File: config.mk
export PLATFORM = sky130hd
export DESIGN_NAME = c8ie_ctrl
export DESIGN_NICKNAME = d
export VERILOG_FILES = /design/src/design/c8ie_pkg.sv /design/src/design/c8ie_ctrl.sv
export SDC_FILE = /design/constraint.sdc
export NUM_CORES = 1
export LEC_CHECK = 0
export BUFFER_PORTS_ARGS = -buffer_cell sky130_fd_sc_hd__buf_2
export CAP_MARGIN = 20
export CORE_UTILIZATION = 40
export DETAILED_ROUTE_END_ITERATION = 7
export GPL_TIMING_DRIVEN = 0
export MAX_ROUTING_LAYER = met4
export PLACE_DENSITY = 0.68
export SLEW_MARGIN = 20
export SYNTH_ARGS = -nofsm -noshare
export SYNTH_HDL_FRONTEND = slang
export SYNTH_SLANG_ARGS = --single-unit
File: constraint.sdc
create_clock -name clk_i -period 2.7 [get_ports clk_i]
set_clock_uncertainty 0.2 [all_clocks]
set_input_delay 0.135 -clock clk_i [delete_from_list [all_inputs] [get_ports clk_i]]
set_output_delay 0.135 -clock clk_i [all_outputs]
set_load 0.02 [all_outputs]
File: src/design/c8ie_pkg.sv
// shared types, constants and helpers for the chip-8 execute core
`default_nettype none
package c8ie_pkg;

  localparam int unsigned MemDepth   = 4096;
  localparam int unsigned StackDepth = 16;
  localparam int unsigned KeyCount   = 16;

  localparam logic [11:0] PcReset = 12'h200;
  localparam logic [3:0]  FlagReg = 4'hF;

  typedef enum logic [4:0] {
    OP_CLS  = 5'd0,  OP_RET  = 5'd1,  OP_JMP  = 5'd2,  OP_CALL = 5'd3,
    OP_SEQ  = 5'd4,  OP_SNE  = 5'd5,  OP_SCEQ = 5'd6,  OP_LD   = 5'd7,
    OP_ADD  = 5'd8,  OP_CP   = 5'd9,  OP_OR   = 5'd10, OP_AND  = 5'd11,
    OP_XOR  = 5'd12, OP_ADDC = 5'd13, OP_SUB  = 5'd14, OP_SHR  = 5'd15,
    OP_SUBI = 5'd16, OP_SHL  = 5'd17, OP_SCNE = 5'd18, OP_LDI  = 5'd19,
    OP_JMPO = 5'd20, OP_RND  = 5'd21, OP_SAVE = 5'd22, OP_LOAD = 5'd23,
    OP_BCD  = 5'd24, OP_SKP  = 5'd25, OP_SKNP = 5'd26, OP_WKP  = 5'd27,
    OP_ADDI = 5'd28, OP_SETT = 5'd29, OP_GETT = 5'd30, OP_NOP  = 5'd31
  } opcode_e;

  typedef enum logic [1:0] {
    PH_IDLE    = 2'd0,
    PH_PRESS   = 2'd1,
    PH_RELEASE = 2'd2,
    PH_UNUSED  = 2'd3
  } wait_phase_e;

  typedef struct packed {
    logic [4:0]  opcode;
    logic [3:0]  reg_x;
    logic [3:0]  reg_y;
    logic [7:0]  imm_byte;
    logic [11:0] imm_addr;
    logic [15:0] keys_down;
    logic [7:0]  random_byte;
    logic [7:0]  timer_now;
  } in_item_t;

  typedef struct packed {
    logic [11:0] next_pc;
    logic        clear_screen;
    logic        timer_write;
    logic [7:0]  timer_value;
    logic        stack_fault;
    logic        key_waiting;
  } out_item_t;

  // controller -> datapath
  typedef struct packed {
    logic       load_item;  // capture item, snapshot operands
    logic       exec;       // single-cycle register / pc update
    logic       mem_wr;     // write one byte of save / bcd
    logic       mem_rd;     // issue one read of load
    logic       rd_wb;      // write back read data of load
    logic [3:0] step;       // byte offset within save / load / bcd
    logic       bcd_start;  // begin digit extraction
    logic       bcd_shift;  // one shift-add-3 step
    logic       mem_clr;    // zero one memory word and advance
  } ctrl_t;

  // datapath -> controller
  typedef struct packed {
    logic [4:0] opcode;
    logic [3:0] reg_x;
    logic       clr_last;   // clearing pass is at the last word
  } stat_t;

  // double-dabble correction for one bcd digit
  function automatic logic [3:0] dd_adj(input logic [3:0] d);
    dd_adj = (d >= 4'd5) ? 4'(d + 4'd3) : d;
  endfunction

endpackage
`default_nettype wire

File: src/design/c8ie_ctrl.sv
// sequencer for the chip-8 execute core
`default_nettype none
module c8ie_ctrl (
  input  wire logic           clk_i,
  input  wire logic           rst_ni,
  input  wire logic           in_valid_i,
  output logic                in_ready_o,
  output logic                out_valid_o,
  input  wire logic           out_ready_i,
  input  wire c8ie_pkg::stat_t stat_i,
  output c8ie_pkg::ctrl_t     ctrl_o
);
  typedef enum logic [2:0] {
    S_IDLE, S_DISPATCH, S_SAVE, S_LOAD, S_BCD_CONV, S_BCD_WR, S_DONE, S_CLEAR
  } state_e;

  state_e     state_q, state_d;
  logic [3:0] step_q, step_d;
  logic       rd_pend_q, rd_pend_d;
  logic       out_valid_q, out_valid_d;

  // an item may enter once the previous result has been taken
  assign in_ready_o  = (state_q == S_IDLE) && !out_valid_q;
  assign out_valid_o = out_valid_q;

  always_comb begin
    state_d     = state_q;
    step_d      = step_q;
    rd_pend_d   = 1'b0;
    out_valid_d = out_valid_q;
    ctrl_o      = '0;
    ctrl_o.step = step_q;
    if (out_valid_q && out_ready_i) begin
      out_valid_d = 1'b0;
    end
    case (state_q)
      S_CLEAR: begin
        ctrl_o.mem_clr = 1'b1;
        if (stat_i.clr_last) state_d = S_IDLE;
      end
      S_IDLE: begin
        if (in_valid_i && in_ready_o) begin
          ctrl_o.load_item = 1'b1;
          state_d = S_DISPATCH;
        end
      end
      S_DISPATCH: begin
        step_d = '0;
        case (stat_i.opcode)
          c8ie_pkg::OP_SAVE: state_d = S_SAVE;
          c8ie_pkg::OP_LOAD: state_d = S_LOAD;
          c8ie_pkg::OP_BCD: begin
            ctrl_o.bcd_start = 1'b1;
            state_d = S_BCD_CONV;
          end
          default: begin
            ctrl_o.exec = 1'b1;
            state_d = S_DONE;
          end
        endcase
      end
      S_SAVE: begin
        ctrl_o.mem_wr = 1'b1;
        step_d = 4'(step_q + 4'd1);
        if (step_q == stat_i.reg_x) begin
          ctrl_o.exec = 1'b1;
          state_d = S_DONE;
        end
      end
      S_LOAD: begin
        // read issued for step, written back in the cycle after
        ctrl_o.rd_wb = rd_pend_q;
        if (!rd_pend_q || step_q != stat_i.reg_x) begin
          if (rd_pend_q) step_d = 4'(step_q + 4'd1);
          ctrl_o.mem_rd = 1'b1;
          ctrl_o.step   = rd_pend_q ? 4'(step_q + 4'd1) : step_q;
          rd_pend_d     = 1'b1;
        end
        if (rd_pend_q && step_q == stat_i.reg_x) begin
          ctrl_o.step = step_q;
          ctrl_o.exec = 1'b1;
          state_d = S_DONE;
        end
      end
      S_BCD_CONV: begin
        ctrl_o.bcd_shift = 1'b1;
        step_d = 4'(step_q + 4'd1);
        if (step_q == 4'd7) begin
          step_d  = '0;
          state_d = S_BCD_WR;
        end
      end
      S_BCD_WR: begin
        ctrl_o.mem_wr = 1'b1;
        step_d = 4'(step_q + 4'd1);
        if (step_q == 4'd2) begin
          ctrl_o.exec = 1'b1;
          state_d = S_DONE;
        end
      end
      S_DONE: begin
        out_valid_d = 1'b1;
        state_d = S_IDLE;
      end
      default: state_d = S_IDLE;
    endcase
  end

  always_ff @(posedge clk_i or negedge rst_ni) begin
    if (!rst_ni) begin
      state_q     <= S_CLEAR;
      step_q      <= '0;
      rd_pend_q   <= 1'b0;
      out_valid_q <= 1'b0;
    end else begin
      state_q     <= state_d;
      step_q      <= step_d;
      rd_pend_q   <= rd_pend_d;
      out_valid_q <= out_valid_d;
    end
  end
endmodule
`default_nettype wire

## Yosys cells after proc, flatten, opt, wreduce, memory -nomap -nowiden

Index checks and enable logic that the tools add are counted.

- Register bits: 9
- Input port bits: 14
- Output and inout port bits: 14
- Word-level logic and storage cells: 68

- Add/subtract/negate cells: 1
- Equality and inequality tests: 20
- Muxes and demuxes: 30
- Reductions and logical operators: 13

Operators by type and width:

| kind | count |
|---|---|
| one-hot mux 3 bit (8 select lines) | 1 |
| 2-to-1 mux 3 bit | 6 |
| 2-to-1 mux 4 bit | 4 |
| one-hot mux 4 bit (4 select lines) | 1 |
| == test 5 bit, second input constant | 3 |
| 2-to-1 mux 1 bit | 15 |
| == test 3 bit, second input constant | 4 |
| inequality test 2 bit, second input constant | 5 |
| one-hot mux 3 bit (3 select lines) | 1 |
| == test 3 x 2 -> 1 bit, second input constant | 2 |
| 2-to-1 mux 6 bit | 1 |
| AND reduction 6 bit | 1 |
| adder 4 x 1 -> 4 bit, second input constant | 1 |
| == test 4 x 2 -> 1 bit, second input constant | 1 |
| == test 4 x 3 -> 1 bit, second input constant | 1 |
| == test 4 bit | 1 |
| logical AND 1 bit | 4 |
| inequality test 4 bit | 1 |
| one-hot mux 1 bit (4 select lines) | 1 |
| nonzero test 4 bit | 1 |
| == test 3 x 1 -> 1 bit, second input constant | 1 |
| logical NOT 3 bit | 1 |
| OR reduction 3 bit | 1 |
| logical NOT 1 bit | 2 |
| other kinds (4) | 4 |

## Longest topological paths before layout

Gate-level depths: netlist of the first run.

- Word-level depth: 5
- Gate-level depth with buffers: 6

## Least setup slack after synthesis of the first run

OpenSTA, ideal clock, no wires.

- Kind: reg-to-output
- Start: reg state_q[2]
- End: out ctrl_o[11] in the netlist's numbering
- Arrival time: 1.721 ns
- Slack: 0.644 ns
- Stages on the path, launching flop included: 5
- Buffers on the path: 2
- Path through: dfstp_2 > clkbuf_1 > buf_4 > nor4_1 > and2_1

RTL lines:

| item | line | source |
|---|---|---|
| from (decl) | c8ie_ctrl.sv:17 | `state_e state_q, state_d;` |
| from (signal assigned) | c8ie_ctrl.sv:116 | `state_q <= state_d;` |
| to (decl) | c8ie_ctrl.sv:11 | `output c8ie_pkg::ctrl_t ctrl_o` |

==> results by group, run 1 <==
STA
  • Final Critical Period: between 2000 and 2500 ps
  • F_max: ~420 MHz
  • RSZ-0062 raised after global routing: false
  • Setup TNS Final: 0 ps
  • Final Hold Fails: 0
  • Final setup fails: 0
  • Slew Viols, Final: 0
  • Relative slew slack: 0.582
  • Worst-margin pin slew: approximately 620 ps
  • Worst hold slack: between 40 and 50 ps
  • Final critical-path share of the clock period: 0.875

Logic synthesis
  • Yosys warnings: 0
  • Synth unique cells: 42
  • Synth Flop Type: dfrtp_1
  • Sequential cell area fraction in the yosys report: 0.260
  • Cells after synthesis: approximately 110
  • #FFs+latches synth: 9
  • Async SR Flop Fraction: 1.00
  • Leading area contributor after synthesis: dfrtp_1
  • Syn nets: roughly 130
  • Netlist Area Pre-Place: 880 um2
  • Synth top area cells: dfrtp_1, dfstp_2, xnor2_1, buf_4, o21ai_0
  • Top cell type's share of synthesized area: 0.171
  • EDFF count, synth: 0
  • Syn_area_per_cell: 8.07 um2

CTS
  • Root Driver: clkbuf_4
  • Clock Tree Buf Depth: 2
  • H-tree Lvls: 1
  • Post-CTS sizing: 0
  • # clock sinks: 9
  • Worst-Skew Late Latency: around 250 ps
  • CTS Buf Count: 3
  • Clock slew at reported path FFs: roughly 50 ps
  • CTS tree: yes

Worst setup path
  • Reg2reg end: step_q[3]
  • Flop2flop setup slack: ~760 ps
  • Critical path data required time: 2370 ps
  • Critical Path End: ctrl_o[10]
  • Arrival @ worst endpoint: 2030 ps
  • Reg-to-Reg Start: state_q[2]
  • CP startpoint kind: register
  • Worst Setup End Kind: output port
  • Reg2reg path depth: 5
  • CP Max Fanout: 6
  • WS Path Type: register to output port
  • Worst setup startpoint: step_q[0]

Layout
  • Most common cell after layout, fill and taps aside: buf_2
  • Share of cells above drive strength 1: 0.308
  • Area Overhead vs Synth: 25.6%
  • # nets final: 160
  • Commonest non-fill, non-tap cells in the layout: buf_2, nor2_1, o21ai_0, nand2_1
  • Final antenna diode count: 0

Route
  • Routed length per instance: between 10 and 15 um
  • WL final: approximately 2200 um
  • DRC viols: 0
  • Vias: around 930
  • Antenna viol nets, final: 0
  • Post-DR vias/cell: about 5.5
  • First DRT Iteration DRCs: 21
  • TritonRoute pass-1 iters: 4

GRT
  • GRT Resource Usage Total: 0.215
  • Initial antenna violation count: 0
  • First-pass GRT wire length: ~3800 um
  • Vias in the first global route: just under 900
  • Grt total ovfl: 0
  • Pin count of the biggest net entering global routing: 11

Placement
  • GP Congestion: 0.836
  • Port bufs: 27
  • Post-DP HPWL: 1720 um

Floorplanning
  • Die area: about 2400 um2
  • Placement row count: 16
  • IO Count: 28
  • Total core area: 2020 um2
  • Starting density of the core: 0.435
  • Die Y: roughly 50 um
  • Die Wd: 48.9 um

Job
  • Max-cap violations: 0

Status
  • Status: finished clean

Min path
  • Worst Hold Class: input port to asynchronous set/reset pin

Power
  • Leak: around 0.50 nW
  • Peak VDD IR: ~0.00066 V
  • Cell Pwr Density: around 1100 nW/um2
==> worst min path at each step <==
stage / startpoint / endpoint / slack (ps)
after floorplan: rst_ni / out_valid_o / -360
after global placement: rst_ni / step_q[1] / -210
after detailed placement: rst_ni / step_q[1] / -210
after CTS: stat_i[9] / state_q[1] / 40
after global routing: rst_ni / out_valid_o / 50
final: rst_ni / step_q[1] / 50
==> stage by stage <==
stage | utilization | area (um2) | cells | power, mW | setup slack, ps
2_1_floorplan | - | 880 | 109 | 0.856 | 644
4_1_cts | 0.546 | 1100 | 170 | 1.17 | 313
5_1_grt | 0.546 | 1100 | 170 | 1.29 | 86.9
3_5_place_dp | 0.519 | 1050 | 163 | 1.07 | 597
6_report | 0.546 | 1100 | 170 | 1.17 | 338
3_3_place_gp | 0.519 | 1050 | 163 | 1.05 | 625
==> logic make-up after synthesis <==
logic type / count (synthesis) / synth area share
AOI/OAI and AO/OA: 32 / 0.248
xor gates and xnor gates: 7 / 0.0697
adders and majority gates: 2 / 0.0284
buffers and inverters: 16 / 0.102
DFF: 9 / 0.260
muxes: 1 / 0.0114
and+or+nand+nor: 42 / 0.280
==> registers in the layout (all words and copies together), names as in the netlist <==
name	cells
state_q	3
step_q	4
out_valid_o	1
rd_pend_q	1
==> power by group <==
group	leakage [nW]	internal, mW	switching [mW]	total [mW]
Clock	0.0150	0.0565	0.0395	0.0960
Sequential	0.108	0.207	0.0745	0.282
Combinational	0.373	0.326	0.462	0.788
Total	0.497	0.590	0.576	1.17
==> per-layer routing <==
metal / up-vias / track usage / routed length (um)
met4: 0 / 0.0882 / 14
met3: 2 / 0.0187 / 81
met2: 25 / 0.326 / 1030
li1: 467 / - / -
met5: - / - / 0
met1: 440 / 0.292 / 1030
==> worst max-delay path, cell delays in order, from the launching register on <==
cell and delay [ps]:
dfrtp_1 450, inv_1 120, ha_1 190, or3b_2 480, a21oi_1 170, o21ai_0 100
o31ai_1 80, buf_2 190
==> cells in the mapped netlist (all sizes together) (3+ instances only) <==
| library cell | n |
|---|---|
| and3 | 3 |
| xnor2 | 7 |
| a21oi | 6 |
| nor3 | 3 |
| o31ai | 3 |
| buf | 7 |
| nand2b | 3 |
| nand4b | 3 |
| dfrtp | 6 |
| nand2 | 8 |
| dfstp | 3 |
| nor2 | 8 |
| inv | 7 |
| o21ai | 8 |
==> layout make-up <==
class / instances / area [um2]
Buffer: 9 / 63.8
Clock buffer: 4 / 26.3
Fill cell: 216 / 917
Inverter: 7 / 26.3
Multi-Input combinational cell: 84 / 561
Sequential cell: 9 / 229
Tap cell: 27 / 33.8
Timing Repair Buffer: 30 / 165
==> timing repair <==
action                                 in CTS  in global routing
endpoints found under the hold margin      11                  0
hold buffers                                3                  0
buffers inserted                            0                  0
(Power assumes the default switching activity.)
==> inputs of run 2 (changes only) <==
CELL_PAD_IN_SITES_DETAIL_PLACEMENT = 1   (was default)
CELL_PAD_IN_SITES_GLOBAL_PLACEMENT = 1   (was default)
CORE_UTILIZATION = 38   (was 40)
HOLD_SLACK_MARGIN = 0.03   (was default)
PLACE_DENSITY = 0.85   (was 0.68)
TNS_END_PERCENT = 1   (was default)
==> results by group, run 2 (same netlist as run 1, synthesis figures left out) <==
CTS
  • Post-CTS setup buffers: 0 (unchanged)
  • Clock Tree Buf Depth: 2 (unchanged)
  • Worst-Skew Late Latency: 270 ps (+20 ps)
  • # clock sinks: 9 (unchanged)
  • CTS tree: yes
  • Clock slew at reported path FFs: 70 ps (+20 ps)
  • Root Driver: clkbuf_4
  • H-tree Lvls: 1 (unchanged)
  • CTS Buf Count: 3 (unchanged)

Layout
  • Most common cell after layout, fill and taps aside: buf_2
  • Fillers: 275 (+27%)
  • Final antenna diode count: 0 (unchanged)
  • Commonest non-fill, non-tap cells in the layout: buf_2, nor2_1, o21ai_0, nand2_1
  • Largest registers: step_q (4), state_q (3)
  • Max reg flops: 4 (unchanged)
  • Reg with most FFs: step_q
  • Area Overhead vs Synth: 25.7%
  • # nets final: 160 (unchanged)
  • Share of cells above drive strength 1: 0.308 (unchanged)

STA
  • Final Critical Period: 2420 ps (+62.1 ps)
  • Worst hold slack: 40.3 ps (-6.98 ps)
  • Worst-margin pin slew: 619 ps (-0.422 ps)
  • Final critical-path share of the clock period: 0.898 (+0.0230)
  • Setup TNS Final: 0 ps (unchanged)
  • Relative slew slack: 0.582 (about the same)
  • F_max: 413 MHz (-2.6%)
  • Final Hold Fails: 0 (unchanged)
  • Final setup fails: 0 (unchanged)
  • Slew Viols, Final: 0 (unchanged)
  • RSZ-0062 raised after global routing: false

Worst setup path
  • Critical path data required time: 2370 ps (about the same)
  • Arrival @ worst endpoint: 2090 ps (+60 ps)
  • WS Path Type: register to output port
  • CP Max Fanout: 8 (+2)
  • Worst Setup End Kind: output port
  • CP startpoint kind: register

Floorplanning
  • Placement row count: 17 (+1)
  • Starting density of the core: 0.401 (-0.0335)
  • Die area: 2510 um2 (+5.0%)
  • Total core area: 2190 um2 (+8.4%)
  • IO Count: 28 (unchanged)
  • Die Wd: 50.1 um (+2.5%)
  • Die Y: 50.1 um (+2.5%)

Route
  • Routed length per instance: 15.6 um (+23%)
  • Antenna viol nets, final: 0 (unchanged)
  • First DRT Iteration DRCs: 26 (+24%)
  • DRC viols: 0 (unchanged)
  • TritonRoute pass-1 iters: 4 (unchanged)
  • Post-DR vias/cell: 5.61 (+2.1%)
  • Vias: 959 (+2.7%)
  • WL final: 2670 um (+24%)

GRT
  • Vias in the first global route: 980 (+11%)
  • GRT Resource Usage Total: 0.248 (+0.0337)
  • Initial antenna violation count: 0 (unchanged)
  • Grt total ovfl: 0 (unchanged)
  • Pin count of the biggest net entering global routing: 11 (unchanged)
  • First-pass GRT wire length: 4530 um (+18%)

Power
  • Peak VDD IR: 0.000659 V (-0.79%)
  • Leak: 0.497 nW (unchanged)
  • Cell Pwr Density: 1090 nW/um2 (+3.2%)

Min path
  • Worst Hold Class: input port to asynchronous set/reset pin

Placement
  • Port bufs: 27 (unchanged)
  • Post-DP HPWL: 2090 um (+22%)
  • GP Congestion: 0.889 (+6.3%)

Job
  • Max-cap violations: 0 (unchanged)

Status
  • Status: finished clean
## run 2: cell counts in the layout (fill, tap and decap cells not counted)
No cell type changed its count.
## run 2: final timing paths
kind                             start          end  slack [ps]  cells after the start
max                         state_q[2]    ctrl_o[5]         280                      6
min                             rst_ni    step_q[3]          40                      2
min reg2reg                out_valid_o  out_valid_o         350                      1
max reg2reg                 state_q[2]    step_q[3]         730                      5
max in group asynchronous       rst_ni   state_q[2]        1990                      2
min in group clk_i           stat_i[9]   state_q[1]          60                      4
## run 2: per-layer routing
layer  vias to the layer above  routed length, um  GRT usage
li1                        469                  -          -
met1                       466               1300      0.328
met2                        18               1260      0.382
met3                         6                 67     0.0247
met4                         0                 45      0.105
met5                         -                  0          -
## run 2: where the power goes
part	internal [mW]	switching, mW
clock network	0.0569	0.0503
registers	0.207	0.0785
logic	0.325	0.485
## run 2: metrics by stage
stage               instance area [um2]  utilization  worst slack [ps]  power [mW]  instances
CTS                                1110        0.505               241        1.21        171
global route                       1110        0.505              41.1        1.30        171
floorplan                           880            -               644       0.856        109
finish                             1110        0.505               276        1.20        171
global placement                   1050        0.479               582        1.06        164
detailed placement                 1050        0.479               530        1.09        164
## run 2: worst max-delay path, cell delays in order (launching register included)
cell and delay (ps):
dfstp_2 360, clkbuf_1 170, nand4b_1 280, a41oi_1 550
nand2_1 140, xnor2_1 150, buf_2 180
## run 2: cell type report
| class | instances | area (um2) | share of cell area |
|---|---|---|---|
| repair buffers | 30 | 165 | 0.149 |
| flip-flops and latches | 9 | 229 | 0.207 |
| well taps | 28 | 35.0 | 0.0317 |
| multi-input cells | 84 | 561 | 0.507 |
| clock buffers | 4 | 26.3 | 0.0238 |
| plain buffers | 9 | 63.8 | 0.0577 |
| inverters | 7 | 26.3 | 0.0238 |
## run 2: timing repair
action                                 4_1_cts  5_1_grt
hold buffers                                 3        0
endpoints found under the hold margin       11        0
gates resized for setup                      0        0
==> inputs of run 3 (changes only) <==
CORE_MARGIN = 2   (was default)
clock period = 3.1 ns   (was 2.7 ns; I/O delays follow)
==> results by group, run 3 (same netlist as run 1, synthesis figures left out) <==
Layout
  • Share of cells above drive strength 1: 0.308 (unchanged)
  • Max reg flops: 4 (unchanged)
  • Finished Core Util: 0.505 (unchanged)
  • Fillers: 294 (+6.9%)
  • Largest registers: step_q (4), state_q (3)
  • Most common cell after layout, fill and taps aside: buf_2
  • # nets final: 160 (unchanged)
  • Commonest non-fill, non-tap cells in the layout: buf_2, nor2_1, o21ai_0, nand2_1
  • Reg with most FFs: step_q
  • Area Overhead vs Synth: 25.7% (unchanged)
  • Final antenna diode count: 0 (unchanged)
  • Final instance area: 1110 um2 (unchanged)

STA
  • Worst-margin pin slew: 643 ps (+24.0 ps)
  • Post-route setup slack: 672 ps (+395 ps)
  • Slew Viols, Final: 0 (unchanged)
  • Relative slew slack: 0.566 (-0.0162)
  • Setup TNS Final: 0 ps (unchanged)
  • Final setup fails: 0 (unchanged)
  • RSZ-0062 raised after global routing: false
  • F_max: just over 400 MHz
  • Final Critical Period: ~2400 ps
  • Final critical-path share of the clock period: 0.783
  • Final Hold Fails: 0 (unchanged)

Power
  • Sw Ratio: 0.508 (-0.00244)
  • Flop pwr share: 0.239 (about the same)
  • Internal Power: 0.514 mW (-13%)
  • Leak: 0.497 nW (unchanged)
  • NetSw: 0.530 mW (-14%)
  • Clock share of power: 0.082 (-0.007)
  • Peak VDD IR: 0.000554 V (-16%)
  • Cell Pwr Density: 944 nW/um2 (-13%)
  • Total power draw: 1.04 mW (-13%)
  • Combinational power share: 0.679 (+0.006)

CTS
  • Root Driver: clkbuf_4
  • Clock Tree Buf Depth: 2 (unchanged)
  • CTS tree: yes
  • H-tree Lvls: 1 (unchanged)
  • Post-CTS setup buffers: 0 (unchanged)
  • Clock slew at reported path FFs: 60 ps (about the same)
  • Worst-Skew Late Latency: 250 ps (-20 ps)
  • # clock sinks: 9 (unchanged)
  • CTS Buf Count: 3 (unchanged)

Worst setup path
  • CP cell instances: clkbuf_1, nand4b_1, a41oi_1, nand2_1, xnor2_1, buf_2
  • Worst Setup End Kind: output port
  • Critical path data required time: 2740 ps (+370 ps)
  • CP top delay family: compound AO/OA/AOI/OAI gates
  • CP startpoint kind: register
  • Max incr delay on CP: 560 ps (about the same)
  • Worst setup startpoint: state_q[2]
  • Reg-to-Reg Start: step_q[0]
  • WS Path Type: register to output port
  • CP Max Fanout: 8 (unchanged)
  • Arrival @ worst endpoint: 2070 ps (-20 ps)
  • Worst Path Buf+Inv: 2 (unchanged)
  • CP max stage cell: a41oi_1

Route
  • Vias: 971 (+1.3%)
  • Routed length per instance: 16.0 um (+2.4%)
  • TritonRoute pass-1 iters: 4 (unchanged)
  • First DRT Iteration DRCs: 13 (-50%)
  • DRC viols: 0 (unchanged)
  • Antenna viol nets, final: 0 (unchanged)
  • WL final: 2730 um (+2.4%)
  • Post-DR vias/cell: 5.68 (+1.3%)

Placement
  • GP Congestion: 0.886 (-0.40%)
  • Area after DPL: 1050 um2 (unchanged)
  • Post-DP HPWL: 2080 um (-0.34%)
  • Pre-CTS WS: 928 ps (+398 ps)
  • Port bufs: 27 (unchanged)

GRT
  • Vias in the first global route: 973 (-0.71%)
  • First-pass GRT wire length: 4700 um (+3.6%)
  • Initial antenna violation count: 0 (unchanged)
  • Pin count of the biggest net entering global routing: 11 (unchanged)
  • GRT Resource Usage Total: 0.240 (-0.00796)
  • Grt total ovfl: 0 (unchanged)

Floorplanning
  • Die area: 2720 um2 (+8.1%)
  • Die Wd: 52.1 um (+4.0%)
  • Total core area: 2190 um2 (unchanged)
  • Starting density of the core: 0.401 (unchanged)
  • Placement row count: 17 (unchanged)
  • Die Y: 52.1 um (+4.0%)
  • IO Count: 28 (unchanged)

Job
  • Max-cap violations: 0 (unchanged)

Min path
  • Worst Hold Class: input port to asynchronous set/reset pin

Status
  • Status: finished clean
==> run 3: what timing repair did <==
item | CTS | global route
setup endpoints to repair | 0 | 0
hold endpoints to repair | 11 | 0
hold buffers | 3 | 0
gates resized for setup | 0 | 0
==> run 3: worst reg2reg max path, cell delays in order, from the launching register on <==
cell,delay (ps)
dfrtp_1,470
ha_1,330
and4bb_2,270
o21ai_0,330
nor2_1,110
o221ai_1,210
==> run 3: metal layers <==
metal / track usage / routed length (um) / vias up / share of wire
met5: - / 0 / - / 0
met4: 0.0789 / 14 / 0 / 0.0051
met3: 0.0172 / 103 / 2 / 0.038
met2: 0.378 / 1350 / 17 / 0.49
met1: 0.328 / 1260 / 482 / 0.46
li1: - / - / 470 / -
==> run 3: power by group through the flow <==
stage	Sequential [mW]	Clock, mW	Combinational (mW)
final	0.250	0.0859	0.709
after global routing	0.259	0.0992	0.775
after CTS	0.247	0.0917	0.709
after detailed placement	0.249	0	0.702
after global placement	0.245	0	0.677
after floorplan	0.237	0	0.509
==> run 3: final cells by class <==
type,count,area (um2),area share
Tap cell,28,35.0,0.0317
Buffer,9,63.8,0.0577
Timing Repair Buffer,30,165,0.149
Inverter,7,26.3,0.0238
Clock buffer,4,26.3,0.0238
Multi-Input combinational cell,84,561,0.507
Sequential cell,9,229,0.207
==> run 3: worst paths after layout <==
check / slack (ps) / endpoint / cells past startpoint
max in group asynchronous: 2370 / state_q[2] / 2
min in group clk_i: 90 / state_q[1] / 4
hold / removal: 80 / step_q[3] / 2
setup / recovery: 670 / ctrl_o[5] / 6
setup reg to reg: 1100 / step_q[3] / 5
hold reg to reg: 330 / out_valid_o / 1
==> run 3: per-stage QoR <==
step	hold slack, ps	cells
after global routing	80.6	171
after global placement	-188	164
after detailed placement	-186	164
final	79.3	171
after CTS	68.8	171
after floorplan	-341	109
